`config.mk`:
```
export PLATFORM = sky130hd
export DESIGN_NAME = smt_overlap_time_accounter_flat
export DESIGN_NICKNAME = d
export VERILOG_FILES = /design/src/hw/rtl/smtoa_pkg.sv /design/src/hw/rtl/smtoa_if.sv /design/src/hw/rtl/smt_overlap_time_accounter.sv /design/src/hw/rtl/smtoa_ram.sv /design/src/hw/rtl/smtoa_regs.sv /design/src/hw/rtl/smtoa_ctrl.sv /design/src/flat_wrapper.sv
export SDC_FILE = /design/constraint.sdc
export NUM_CORES = 2
export LEC_CHECK = 0
export CAP_MARGIN = 20
export CELL_PAD_IN_SITES_DETAIL_PLACEMENT = 0
export CELL_PAD_IN_SITES_GLOBAL_PLACEMENT = 2
export CORE_UTILIZATION = 42
export CTS_CLUSTER_SIZE = 16
export DETAILED_ROUTE_END_ITERATION = 8
export DONT_BUFFER_PORTS = 1
export PLACE_DENSITY = 0.74
export RECOVER_POWER = 50
export SKIP_LAST_GASP = 1
export SLEW_MARGIN = 10
export SYNTH_ARGS = -nofsm -noshare
export SYNTH_HDL_FRONTEND = slang
export SYNTH_SLANG_ARGS = --single-unit
```
`constraint.sdc`:
```
create_clock -name clk -period 32.8 [get_ports clk]
set_input_delay 6.56 -clock clk [delete_from_list [all_inputs] [get_ports clk]]
set_output_delay 6.56 -clock clk [all_outputs]
set_load 0.005 [all_outputs]
```
`src/hw/rtl/smtoa_pkg.sv`:
```
// Shared types, widths and codes of the SMT overlap time accounter.
package smtoa_pkg;

  // Field widths fixed by the item formats.
  localparam int THR_W    = 4;
  localparam int ACT_W    = 2;
  localparam int TS_W     = 63;
  localparam int TOTAL_W  = 64;

  // Core pairs and threads; the thread index width covers all threads.
  localparam int CORE_PAIRS = 8;
  localparam int THREADS    = 2 * CORE_PAIRS;
  localparam int PAIR_W     = THR_W - 1;

  // Configuration port geometry.
  localparam int ADDR_W = 3;
  localparam int DATA_W = 32;
  localparam logic REG_PAIR_ENABLE_MASK = 1'b0;

  // Switch kinds.
  localparam logic [ACT_W-1:0] ACT_IDLE_TO_BUSY = 2'd0;
  localparam logic [ACT_W-1:0] ACT_BUSY_TO_IDLE = 2'd1;
  localparam logic [ACT_W-1:0] ACT_BUSY_TO_BUSY = 2'd2;
  localparam logic [ACT_W-1:0] ACT_SAME_TASK    = 2'd3;

  localparam logic [TS_W-1:0] DELTA_MAX = {TS_W{1'b1}};

  // Control state.
  typedef enum logic {
    ST_IDLE,
    ST_FOLD
  } state_t;

  // Configuration seen by the datapath.
  typedef struct packed {
    logic [CORE_PAIRS-1:0] pair_enable_mask;
  } cfg_t;

  // One accepted switch request.
  typedef struct packed {
    logic [THR_W-1:0] thread_index;
    logic [ACT_W-1:0] action;
    logic [TS_W-1:0]  timestamp_ns;
    logic             has_group;
  } in_item_t;

  // Per-pair memory entry.
  typedef struct packed {
    logic [TS_W-1:0]    start;
    logic [TOTAL_W-1:0] total;
  } pair_entry_t;

endpackage

```
`src/hw/rtl/smtoa_if.sv`:
```
// Request channels of the accounter: switch requests in, charge results out.
interface smtoa_in_if import smtoa_pkg::*; ();
  logic             valid;
  logic             ready;
  logic [THR_W-1:0] thread_index;
  logic [ACT_W-1:0] action;
  logic [TS_W-1:0]  timestamp_ns;
  logic             has_group;

  modport source (output valid, thread_index, action, timestamp_ns, has_group, input ready);
  modport sink   (input valid, thread_index, action, timestamp_ns, has_group, output ready);
endinterface

interface smtoa_out_if import smtoa_pkg::*; ();
  logic             valid;
  logic             ready;
  logic [THR_W-1:0] charged_thread;
  logic [TS_W-1:0]  overlap_delta_ns;

  modport source (output valid, charged_thread, overlap_delta_ns, input ready);
  modport sink   (input valid, charged_thread, overlap_delta_ns, output ready);
endinterface

```
`src/hw/rtl/smt_overlap_time_accounter.sv`:
```
// Top level of the SMT overlap time accounter: registers and read-modify-write engine.
// A request is captured when accepted; its result is registered when its fold ends.
// A new request is taken only in idle, after the fold of the last one has finished.
// A grouped result that finds the output register full waits in the fold until it frees.
// Reset clears the state machine, the enable mask, busy flags and the memory valid bits,
// so every memory entry reads as zero at once; there is no clearing pass.
module smt_overlap_time_accounter import smtoa_pkg::*; (
  input  logic              clk,
  input  logic              rst,
  smtoa_in_if.sink          in_chan,
  smtoa_out_if.source       out_chan,
  input  logic              psel,
  input  logic              penable,
  input  logic              pwrite,
  input  logic [ADDR_W-1:0] paddr,
  input  logic [DATA_W-1:0] pwdata,
  output logic [DATA_W-1:0] prdata,
  output logic              pready
);

  cfg_t cfg;

  // Configuration registers.
  smtoa_regs u_regs (
    .clk     (clk),
    .rst     (rst),
    .psel    (psel),
    .penable (penable),
    .pwrite  (pwrite),
    .paddr   (paddr),
    .pwdata  (pwdata),
    .prdata  (prdata),
    .pready  (pready),
    .cfg     (cfg)
  );

  // Accounting engine.
  smtoa_ctrl u_ctrl (
    .clk      (clk),
    .rst      (rst),
    .cfg      (cfg),
    .in_chan  (in_chan),
    .out_chan (out_chan)
  );

endmodule

```
`src/hw/rtl/smtoa_ram.sv`:
```
// Generic single-write, single-read synchronous RAM with registered read data.
module smtoa_ram #(
  parameter int WIDTH = 8,
  parameter int DEPTH = 8,
  localparam int AW = (DEPTH > 1) ? $clog2(DEPTH) : 1
) (
  input  logic             clk,
  input  logic             we,
  input  logic [AW-1:0]    waddr,
  input  logic [WIDTH-1:0] wdata,
  input  logic             re,
  input  logic [AW-1:0]    raddr,
  output logic [WIDTH-1:0] rdata
);

  logic [WIDTH-1:0] mem [DEPTH];

  // Write port.
  always_ff @(posedge clk) begin
    if (we) begin
      mem[waddr] <= wdata;
    end
  end

  // Read port; data holds until the next read.
  always_ff @(posedge clk) begin
    if (re) begin
      rdata <= mem[raddr];
    end
  end

endmodule

```
`src/hw/rtl/smtoa_regs.sv`:
```
// APB-style configuration register block holding the pair enable mask.
module smtoa_regs import smtoa_pkg::*; (
  input  logic              clk,
  input  logic              rst,
  input  logic              psel,
  input  logic              penable,
  input  logic              pwrite,
  input  logic [ADDR_W-1:0] paddr,
  input  logic [DATA_W-1:0] pwdata,
  output logic [DATA_W-1:0] prdata,
  output logic              pready,
  output cfg_t              cfg
);

  logic [CORE_PAIRS-1:0] pair_enable_mask;
  logic                  wr_en;

  assign pready = 1'b1;
  assign wr_en  = psel && penable && pwrite && pready;

  // Register write.
  always_ff @(posedge clk) begin
    if (rst) begin
      pair_enable_mask <= '0;
    end else if (wr_en && paddr[ADDR_W-1:2] == REG_PAIR_ENABLE_MASK) begin
      pair_enable_mask <= pwdata[CORE_PAIRS-1:0];
    end
  end

  // Read data.
  always_comb begin
    prdata = '0;
    if (paddr[ADDR_W-1:2] == REG_PAIR_ENABLE_MASK) begin
      prdata[CORE_PAIRS-1:0] = pair_enable_mask;
    end
  end

  assign cfg.pair_enable_mask = pair_enable_mask;

endmodule

```
`src/hw/rtl/smtoa_ctrl.sv`:
```
// Read-modify-write engine over the pair and thread memories, with result register.
module smtoa_ctrl import smtoa_pkg::*; (
  input  logic         clk,
  input  logic         rst,
  input  cfg_t         cfg,
  smtoa_in_if.sink     in_chan,
  smtoa_out_if.source  out_chan
);

  state_t state, state_next;
  in_item_t item;

  logic                  in_fire;
  logic                  finish;
  logic                  has_result;

  // Valid bits stand for the zero reset of both memories.
  logic [CORE_PAIRS-1:0] pair_valid;
  logic [THREADS-1:0]    thr_valid;
  logic [THREADS-1:0]    thread_busy;

  logic [TOTAL_W-1:0]    pair_rdata_raw;
  pair_entry_t           pair_rdata;
  pair_entry_t           pair_wdata;
  logic [TOTAL_W-1:0]    last_rdata;
  logic                  pair_we;
  logic                  thr_we;

  logic [PAIR_W-1:0]     pair;
  logic [THR_W-1:0]      sib;
  logic                  enabled;
  logic [TS_W-1:0]       start_cur;
  logic [TOTAL_W-1:0]    total_cur;
  logic [TOTAL_W-1:0]    last_cur;
  logic [TOTAL_W-1:0]    diff;
  logic                  open_iv;
  logic                  later;
  logic [TS_W-1:0]       start_new;
  logic [TOTAL_W-1:0]    total_new;
  logic [TOTAL_W-1:0]    growth;
  logic                  is_leave;

  logic                  out_valid;
  logic [THR_W-1:0]      out_thread;
  logic [TS_W-1:0]       out_delta;

  logic [$bits(pair_entry_t)-1:0] pair_rvec;

  assign in_fire = in_chan.valid && in_chan.ready;

  // Memories: one entry per pair, one per thread.
  smtoa_ram #(.WIDTH($bits(pair_entry_t)), .DEPTH(CORE_PAIRS)) u_pair_ram (
    .clk   (clk),
    .we    (pair_we),
    .waddr (pair),
    .wdata (pair_wdata),
    .re    (in_fire),
    .raddr (in_chan.thread_index[THR_W-1:1]),
    .rdata (pair_rvec)
  );

  smtoa_ram #(.WIDTH(TOTAL_W), .DEPTH(THREADS)) u_thr_ram (
    .clk   (clk),
    .we    (thr_we),
    .waddr (item.thread_index),
    .wdata (total_new),
    .re    (in_fire),
    .raddr (in_chan.thread_index),
    .rdata (last_rdata)
  );

  assign pair_rdata     = pair_entry_t'(pair_rvec);
  assign pair_rdata_raw = pair_rdata.total;

  // Next state.
  always_comb begin
    state_next = state;
    case (state)
      ST_IDLE: if (in_fire) state_next = ST_FOLD;
      ST_FOLD: if (finish) state_next = ST_IDLE;
      default: state_next = ST_IDLE;
    endcase
  end

  // Control outputs; no request is taken while reset is held.
  always_comb begin
    in_chan.ready = 1'b0;
    finish        = 1'b0;
    case (state)
      ST_IDLE: in_chan.ready = !rst;
      ST_FOLD: finish = !(has_result && out_valid && !out_chan.ready);
      default: in_chan.ready = 1'b0;
    endcase
  end

  always_ff @(posedge clk) begin
    if (rst) begin
      state <= ST_IDLE;
    end else begin
      state <= state_next;
    end
  end

  // Capture the accepted request.
  always_ff @(posedge clk) begin
    if (in_fire) begin
      item.thread_index <= in_chan.thread_index;
      item.action       <= in_chan.action;
      item.timestamp_ns <= in_chan.timestamp_ns;
      item.has_group    <= in_chan.has_group;
    end
  end

  // Current values; an entry never written reads as zero.
  assign pair      = item.thread_index[THR_W-1:1];
  assign sib       = {item.thread_index[THR_W-1:1], ~item.thread_index[0]};
  assign enabled   = cfg.pair_enable_mask[pair];
  assign start_cur = pair_valid[pair] ? pair_rdata.start : '0;
  assign total_cur = pair_valid[pair] ? pair_rdata_raw : '0;
  assign last_cur  = thr_valid[item.thread_index] ? last_rdata : '0;

  // Open a new overlap interval, or fold the open one into the pair total.
  assign diff     = {1'b0, item.timestamp_ns} - {1'b0, start_cur};
  assign open_iv  = start_cur != '0;
  assign later    = !diff[TOTAL_W-1] && diff != '0;
  assign is_leave = item.action == ACT_BUSY_TO_IDLE || item.action == ACT_BUSY_TO_BUSY;

  always_comb begin
    start_new = start_cur;
    total_new = total_cur;
    case (item.action)
      ACT_IDLE_TO_BUSY: begin
        if (thread_busy[sib]) start_new = item.timestamp_ns;
      end
      ACT_BUSY_TO_IDLE: begin
        start_new = '0;
        if (open_iv && later) total_new = total_cur + diff;
      end
      ACT_BUSY_TO_BUSY: begin
        if (open_iv && later) begin
          start_new = item.timestamp_ns;
          total_new = total_cur + diff;
        end
      end
      default: start_new = start_cur;
    endcase
  end

  // Growth since the thread's last report.
  assign growth     = total_new - last_cur;
  assign has_result = enabled && is_leave && item.has_group && growth != '0;

  assign pair_wdata.start = start_new;
  assign pair_wdata.total = total_new;
  assign pair_we = finish && enabled && item.action != ACT_SAME_TASK;
  assign thr_we  = finish && has_result;

  // Busy flags and valid bits.
  always_ff @(posedge clk) begin
    if (rst) begin
      thread_busy <= '0;
      pair_valid  <= '0;
      thr_valid   <= '0;
    end else begin
      if (pair_we) begin
        pair_valid[pair] <= 1'b1;
        if (item.action == ACT_IDLE_TO_BUSY) thread_busy[item.thread_index] <= 1'b1;
        if (item.action == ACT_BUSY_TO_IDLE) thread_busy[item.thread_index] <= 1'b0;
      end
      if (thr_we) begin
        thr_valid[item.thread_index] <= 1'b1;
      end
    end
  end

  // Result register; a waiting result holds back only a fold that has a charge of its own.
  always_ff @(posedge clk) begin
    if (rst) begin
      out_valid <= 1'b0;
    end else if (thr_we) begin
      out_valid <= 1'b1;
    end else if (out_chan.ready) begin
      out_valid <= 1'b0;
    end
  end

  always_ff @(posedge clk) begin
    if (thr_we) begin
      out_thread <= item.thread_index;
      out_delta  <= growth[TOTAL_W-1] ? DELTA_MAX : growth[TS_W-1:0];
    end
  end

  assign out_chan.valid            = out_valid;
  assign out_chan.charged_thread   = out_thread;
  assign out_chan.overlap_delta_ns = out_delta;

  // A new result is loaded only at the end of a fold.
  a_result_from_fold: assert property (@(posedge clk) disable iff (rst)
    $rose(out_valid) |-> $past(state == ST_FOLD))
    else $error("result appeared without a finished fold");

  // A fold is always entered from an accepted request.
  a_fold_after_accept: assert property (@(posedge clk) disable iff (rst)
    (state == ST_FOLD && $past(state == ST_IDLE)) |-> $past(in_fire))
    else $error("fold started without a request");

  // A stalled fold keeps its request and stays in place.
  a_stall_holds: assert property (@(posedge clk) disable iff (rst)
    (state == ST_FOLD && !finish) |=> (state == ST_FOLD && $stable(item)))
    else $error("stalled fold lost its request");

  // Only a grouped leaving switch on a tracked pair charges a thread.
  a_charge_kind: assert property (@(posedge clk) disable iff (rst)
    thr_we |-> (pair_we && item.has_group && is_leave))
    else $error("charge from a switch that cannot charge");

endmodule
```
`src/flat_wrapper.sv`:
```
// flat-port wrapper written by rule: the top's interface ports become plain ports
module smt_overlap_time_accounter_flat import smtoa_pkg::*;
  (clk, rst, psel, penable, pwrite, paddr, pwdata, prdata, pready, in_chan_valid, in_chan_thread_index, in_chan_action, in_chan_timestamp_ns, in_chan_has_group, in_chan_ready, out_chan_valid, out_chan_charged_thread, out_chan_overlap_delta_ns, out_chan_ready);
  smtoa_in_if in_chan_i ();
  smtoa_out_if out_chan_i ();
  input  logic clk;
  input  logic rst;
  input  logic psel;
  input  logic penable;
  input  logic pwrite;
  input  logic [ADDR_W-1:0] paddr;
  input  logic [DATA_W-1:0] pwdata;
  output logic [DATA_W-1:0] prdata;
  output logic pready;
  input wire logic [$bits(in_chan_i.valid)-1:0] in_chan_valid;
  input wire logic [$bits(in_chan_i.thread_index)-1:0] in_chan_thread_index;
  input wire logic [$bits(in_chan_i.action)-1:0] in_chan_action;
  input wire logic [$bits(in_chan_i.timestamp_ns)-1:0] in_chan_timestamp_ns;
  input wire logic [$bits(in_chan_i.has_group)-1:0] in_chan_has_group;
  output wire logic [$bits(in_chan_i.ready)-1:0] in_chan_ready;
  output wire logic [$bits(out_chan_i.valid)-1:0] out_chan_valid;
  output wire logic [$bits(out_chan_i.charged_thread)-1:0] out_chan_charged_thread;
  output wire logic [$bits(out_chan_i.overlap_delta_ns)-1:0] out_chan_overlap_delta_ns;
  input wire logic [$bits(out_chan_i.ready)-1:0] out_chan_ready;
  assign in_chan_i.valid = in_chan_valid;
  assign in_chan_i.thread_index = in_chan_thread_index;
  assign in_chan_i.action = in_chan_action;
  assign in_chan_i.timestamp_ns = in_chan_timestamp_ns;
  assign in_chan_i.has_group = in_chan_has_group;
  assign in_chan_ready = in_chan_i.ready;
  assign out_chan_valid = out_chan_i.valid;
  assign out_chan_charged_thread = out_chan_i.charged_thread;
  assign out_chan_overlap_delta_ns = out_chan_i.overlap_delta_ns;
  assign out_chan_i.ready = out_chan_ready;
  smt_overlap_time_accounter u_core (.clk(clk), .rst(rst), .in_chan(in_chan_i), .out_chan(out_chan_i), .psel(psel), .penable(penable), .pwrite(pwrite), .paddr(paddr), .pwdata(pwdata), .prdata(prdata), .pready(pready));
endmodule
```
**After elaboration in Yosys (flattened, before gate mapping)**

Memories as Yosys holds them, arrays and structs flattened. A register that Yosys moved wholly into a read port is not among the register bits.
Index checks and enable logic that the tools add are counted.

- Mux-type cells: 36
- Add/subtract/negate cells: 3
- Reduce and logical (&&, ||, !) cells: 27
- Eq/ne operators: 3
- Magnitude comparators: 5
- Bitwise operators: 8

Operators by type and width:

| cell | count |
|---|---|
| $mux W64 | 4 |
| $mux W63 | 3 |
| $pmux W63 S3 | 1 |
| $reduce_bool A64 Y1 | 2 |
| $add A64 B64 Y64 | 1 |
| $mux W16 | 4 |
| $sub A63 B63 Y64 | 1 |
| $sub A64 B64 Y64 | 1 |
| $reduce_bool A63 Y1 | 1 |
| $or A16 B16 Y16 | 2 |
| $and A16 B16 Y16 | 1 |
| $logic_and A1 B1 Y1 | 16 |
| $mux W1 | 16 |
| $not A16 Y16 | 1 |
| $lt A4 B5 Y1 const B | 2 |
| $bmux W1 S4 | 2 |
| $mux W8 | 1 |
| $or A8 B8 Y8 | 1 |
| $bmux W1 S3 | 2 |
| $demux W1 S4 | 1 |
| $ge A4 B1 Y1 const B | 1 |
| $logic_not A1 Y1 | 4 |
| $lt A3 B4 Y1 const B | 1 |
| $demux W1 S3 | 1 |
| other kinds (10) | 12 |

- Word-level logic and storage cells: 96
- Memories: 2
- Flip-flop bits (word level): 187
- RAM bits: 2040
- Output and inout bits: 102

Memory list:

| memory | words | width | rd ports | clocked after memory_dff | write ports | line | RTL |
|---|---|---|---|---|---|---|---|
| u_core.u_ctrl.u_thr_ram.mem | 16 | 64 | 1 | 1 | 1 | smtoa_ram.sv:16 | `logic [WIDTH-1:0] mem [DEPTH];` |
| u_core.u_ctrl.u_pair_ram.mem | 8 | 127 | 1 | 1 | 1 | smtoa_ram.sv:16 |  |

**Depth between registers and ports, before layout**

- Depth after elaboration: 22
- Gate-level depth with buffers: 53
- Depth with buffers taken out: 49

**Cells and area by module**

Synthesis repeated with hierarchy kept, for this count alone.

- Cells, all modules: 6231
- Area, all modules: 104861.8 sq um

Modules (own cells, without submodules):

| module | cells an instance | times used | seq. area each (sq um) | area each (sq um) |
|---|---|---|---|---|
| smtoa_ram (u_core.u_ctrl.u_pair_ram) | 1607 | 1 | 34322.9 | 41885.2 |
| smtoa_ram (u_core.u_ctrl.u_thr_ram) | 1647 | 1 | 32671.3 | 40222.3 |
| smtoa_ctrl | 2907 | 1 | 4954.8 | 22123.7 |
| smtoa_regs | 70 | 1 | 160.2 | 630.6 |

**Worst setup path before layout**

OpenSTA, ideal clock, no wires.

- Kind: input to register
- Start point: in rst
- End point: reg u_core.u_ctrl.item[0] (netlist bit) (enable)
- Data arrival time: 24897 ps
- Data required time: 31599 ps
- Setup slack: 6702 ps
- Stages on the path: 4
- Setup time: 1201 ps
- Cell sequence: clkbuf_1 -> clkbuf_1 -> buf_1 -> nor3_1

- Word-level cells in the longest chain between the ends: 3

RTL lines:

| element | line | RTL |
|---|---|---|
| start, declared | flat_wrapper.sv:7 | `input logic rst;` |
| $logic_not A1 Y1 | smtoa_ctrl.sv:90 | `ST_IDLE: in_chan.ready = !rst;` |
| $mux W1 | smtoa_ctrl.sv:89 | `case (state)` |
| $logic_and A1 B1 Y1 | smtoa_ctrl.sv:49 | `assign in_fire = in_chan.valid && in_chan.ready;` |
| named net u_core.u_ctrl.in_fire | smtoa_ctrl.sv:13 | `logic in_fire;` |
| end, declared | smtoa_ctrl.sv:11 | `in_item_t item;` |

The timed path passes the listed nets, and every way through them passes these cells.
A chain may end at the register's enable or synchronous reset.

**Worst setup path in the final report**

- Start point: reg u_core.u_ctrl.item[67] (netlist bit)
- End point: mem u_core.u_ctrl.u_thr_ram.mem[8][59] (netlist bit) (enable)

- Word-level cells in the longest chain between the ends: 19

RTL lines:

| element | line | RTL |
|---|---|---|
| $bmux W1 S3 * | smtoa_ctrl.sv:118, smtoa_ctrl.sv:119 |  |
| $mux W1 (implied by the code) * | smtoa_ctrl.sv:118, smtoa_ctrl.sv:119 |  |
| branches (longest 6 deep; another with $sub A63 B63 Y64) | -- |  |
| $mux W64 * | -- |  |
| named net u_core.u_ctrl.total_new[0] | smtoa_ctrl.sv:39 | `logic [TOTAL_W-1:0] total_new;` |
| $sub A64 B64 Y64 * | smtoa_ctrl.sv:150 | `assign growth = total_new - last_cur;` |
| $reduce_bool A64 Y1 * | smtoa_ctrl.sv:151 | `assign has_result = enabled && is_leave && item.has_group && growth != '0;` |
| $logic_and A1 B1 Y1 * | smtoa_ctrl.sv:151 |  |
| $logic_and A1 B1 Y1 (2 in series) | smtoa_ctrl.sv:91 | `ST_FOLD: finish = !(has_result && out_valid && !out_chan.ready);` |
| $logic_not A1 Y1 | smtoa_ctrl.sv:91 |  |
| $mux W1 | smtoa_ctrl.sv:89 |  |
| $logic_and A1 B1 Y1 * | smtoa_ctrl.sv:156 | `assign thr_we = finish && has_result;` |
| $mux W1 * | smtoa_ram.sv:20 | `if (we) begin` |
| $mux W1 (implied by the code) * | smtoa_ram.sv:21 | `mem[waddr] <= wdata;` |
| end, declared | smtoa_ram.sv:16 |  |

Mark *: on every way through the listed nets, which the timed path passes. The select of a mux whose other input is x is not followed.

==> run metrics <==
status=finished with violations; violated checks=capacitance limit, slew limit; clk buf depth=4; Worst-Margin Slew=~10000 ps; register area share after synthesis=just under 70%; power per standard cell area=between 50 and 60 nW/um2; Synth Cell Area=~100000 um2; final WL=about 270000 um; number of synthesized flops with an enable pin=around 2400; Core Rows=between 150 and 200; # hold bufs at CTS=0; layout cells sized above 1=a little under a fifth; Slew Viols, Final=approximately 1100; die extent in x=502 um; Post-Route Skew=between 60 and 70 ps; Clock Tree Root=clkbuf_16; WP data required=33320 ps; Synth area leaders=edfxtp_1 (68%), mux4_2 (12%), ha_1 (2.3%), nand2_1 (2.1%), mux2_2 (1.4%); crit start category=register; Final period util=a little under three quarters; max-cap violations=16; pin count of the biggest net entering global routing=~500; setup ws final=~9000 ps; Synth Register Bits=between 2000 and 2500; Starting Density=approximately 42%; PostCTS Resize Cnt=0; placer congestion estimate=between 0.8 and 0.9; io pins=around 210; placed insts=around 9300; CP Capture Type=register; Slowest Stage Delay on Critical Path=between 2000 and 2500 ps; Post-Syn Instances=slightly above 6000; worst hold-check path type=register to register; CTS Buf Count=276; initial DRC count=about 5500; Final Non-Filler Cells=9805; Overall Global Routing Usage=a little over a fifth; post-synth top area share=approximately two thirds; H-tree depth=5; grt total ovfl=0; CTS tree=done; Area growth syn-to-layout=11.7%; post-synth cell types=95; total negative setup slack=0 ps; number of I/O port buffers=0; top_reg_cell synth=edfxtp_1; WL/cell=around 27 um; Antenna Nets Post-Route=0; drt drc=0; setup repair bufs after CTS=0; Die Y=~500 um; Synth Area per Inst=about 17 um2; Power Total=around 6.6 mW; Clk pin slew, worst setup/hold paths=approximately 60 ps; critical path peak fanout=between 60 and 70; via/cell ratio=slightly below 6; unrepaired setup endpoints after global routing=no; P_leak=just under 40 nW; Setup CP Type=register to register; fin nets=6593; max_slew headroom=-564%; CP arrival=around 24000 ps; Synth Warn #=0; first-pass GRT wire length=a little under 400000 um; Die Area=about 250000 um2; most common library cell in the layout ignoring fill and taps=edfxtp_1; CP max-delay cell=clkbuf_1; Max Freq=around 42 MHz; minimum clock period=around 24000 ps; DPL Wire Length=154000 um; VDD IR max=~0.063 mV; worst skew pair latency=about 940 ps; Final setup viols=0; final hold vios=0; Synth area leader=edfxtp_1; Placeable Area=between 200000 and 250000 um2; Place WS=around 15000 ps; total vias in the final route=approximately 57000; commonest non-fill, non-tap cells in the layout=edfxtp_1 (2368), nand2_1 (585), mux4_2 (575); TritonRoute pass-1 iters=5; initial antenna violation count=10; Synth async-reset ratio=0%; vias in the first global route=roughly 57000; clock sinks=~2400
## path summary, 6_finish.rpt
check                              start  slack, ps                                  endpoint  cells after the start
hold reg to reg   u_core.u_ctrl.item[66]        440  u_core.u_ctrl.out_chan.charged_thread[0]                      0
hold / removal    u_core.u_ctrl.item[66]        440  u_core.u_ctrl.out_chan.charged_thread[0]                      0
setup / recovery  u_core.u_ctrl.item[67]       9240        u_core.u_ctrl.u_thr_ram.mem[8][59]                     46
setup reg to reg  u_core.u_ctrl.item[67]       9240        u_core.u_ctrl.u_thr_ram.mem[8][59]                     46
## worst max-delay path: cells and delay by family (launching register included)
| kind | cells | cell delay [ps] |
|---|---|---|
| AO/OA/AOI/OAI | 16 | 6610 |
| adder cells (fa/ha/maj) | 3 | 1380 |
| buffers and inverters | 8 | 8140 |
| flip-flops | 1 | 770 |
| AND/OR/NAND/NOR | 19 | 5980 |
## sequential cells by signal (all words and copies together) (netlist names)
signal and count:
u_core.u_ctrl.item 70, u_core.u_ctrl.out_chan.charged_thread 4, u_core.u_ctrl.out_chan.overlap_delta_ns 63, u_core.u_ctrl.out_chan.valid 1
u_core.u_ctrl.pair_valid 8, u_core.u_ctrl.state 1, u_core.u_ctrl.thr_valid 16, u_core.u_ctrl.thread_busy 16
u_core.u_ctrl.u_pair_ram.mem 1016, u_core.u_ctrl.u_pair_ram.rdata 127, u_core.u_ctrl.u_thr_ram.mem 1024, u_core.u_ctrl.u_thr_ram.rdata 64
u_core.u_regs.cfg 8
## metal layers
metal | vias up | part of all wire [%] | GRT usage [%]
li1 | 25003 | - | -
met3 | 298 | 5.9 | 3.07
met1 | 30215 | 45 | 31.0
met2 | 1871 | 48 | 34.0
met5 | - | 0.0048 | 0
met4 | 2 | 1.7 | 4.51
## cell type report
class / count / area, um2
clock buffer: 331 / 7260
sequential: 2418 / 72100
antenna: 2 / 5.00
multi-input combinational: 3330 / 31100
tap: 3330 / 4170
timing repair buffer: 149 / 876
inverter: 110 / 455
clock inverter: 135 / 1190
fill: 20985 / 131000
## synthesized netlist by cell type, types with 16 or more instances
master    instances
nand2b_1         27
nor4_1           28
mux2i_1          16
xor2_1           63
nor3_1           95
a32o_1           78
ha_1            193
clkbuf_1        239
a21o_1          102
a21oi_1         234
dfxtp_1          50
o21bai_1         44
mux2_2          133
edfxtp_1       2368
buf_4            25
xnor2_1          94
inv_1           108
nand2_1         585
o211ai_1         73
nand3_1          49
mux4_2          575
nand4_1          50
buf_1            76
nor2_1          149
a221oi_1         18
and2_1           90
a31oi_1          19
a211oi_1         38
o21a_1           21
and3_1           20
nor2b_1          35
o21ai_0         264
or2_2            29
## logic make-up (layout without fill, tap and decap cells)
family	Yosys count	in the layout	share of synthesized area [%]
adders and majority gates	196	196	2.36
muxes	724	724	13.9
AOI/OAI and AO/OA	1013	1013	6.39
xor gates and xnor gates	159	159	1.35
and+or+nand+nor	1213	1213	5.42
DFF	2418	2418	68.8
other	2	27	0.00716
buffers and inverters	465	725	1.79
## power breakdown
group,total (mW),internal [mW],switching (mW)
logic,0.256,0.126,0.130
clock network,2.92,1.72,1.20
registers,3.38,3.37,0.0132
## per-stage QoR
stage                     hold slack [ps]  area (um2)  utilization, %
final                                 437      117000            47.2
after global routing                  450      117000            47.2
after CTS                             431      118000            47.3
after detailed placement              434      109000            43.9
after global placement                434      109000            43.9
after floorplan                       424      105000               -
Note: power is estimated with default switching activity, not from simulation.
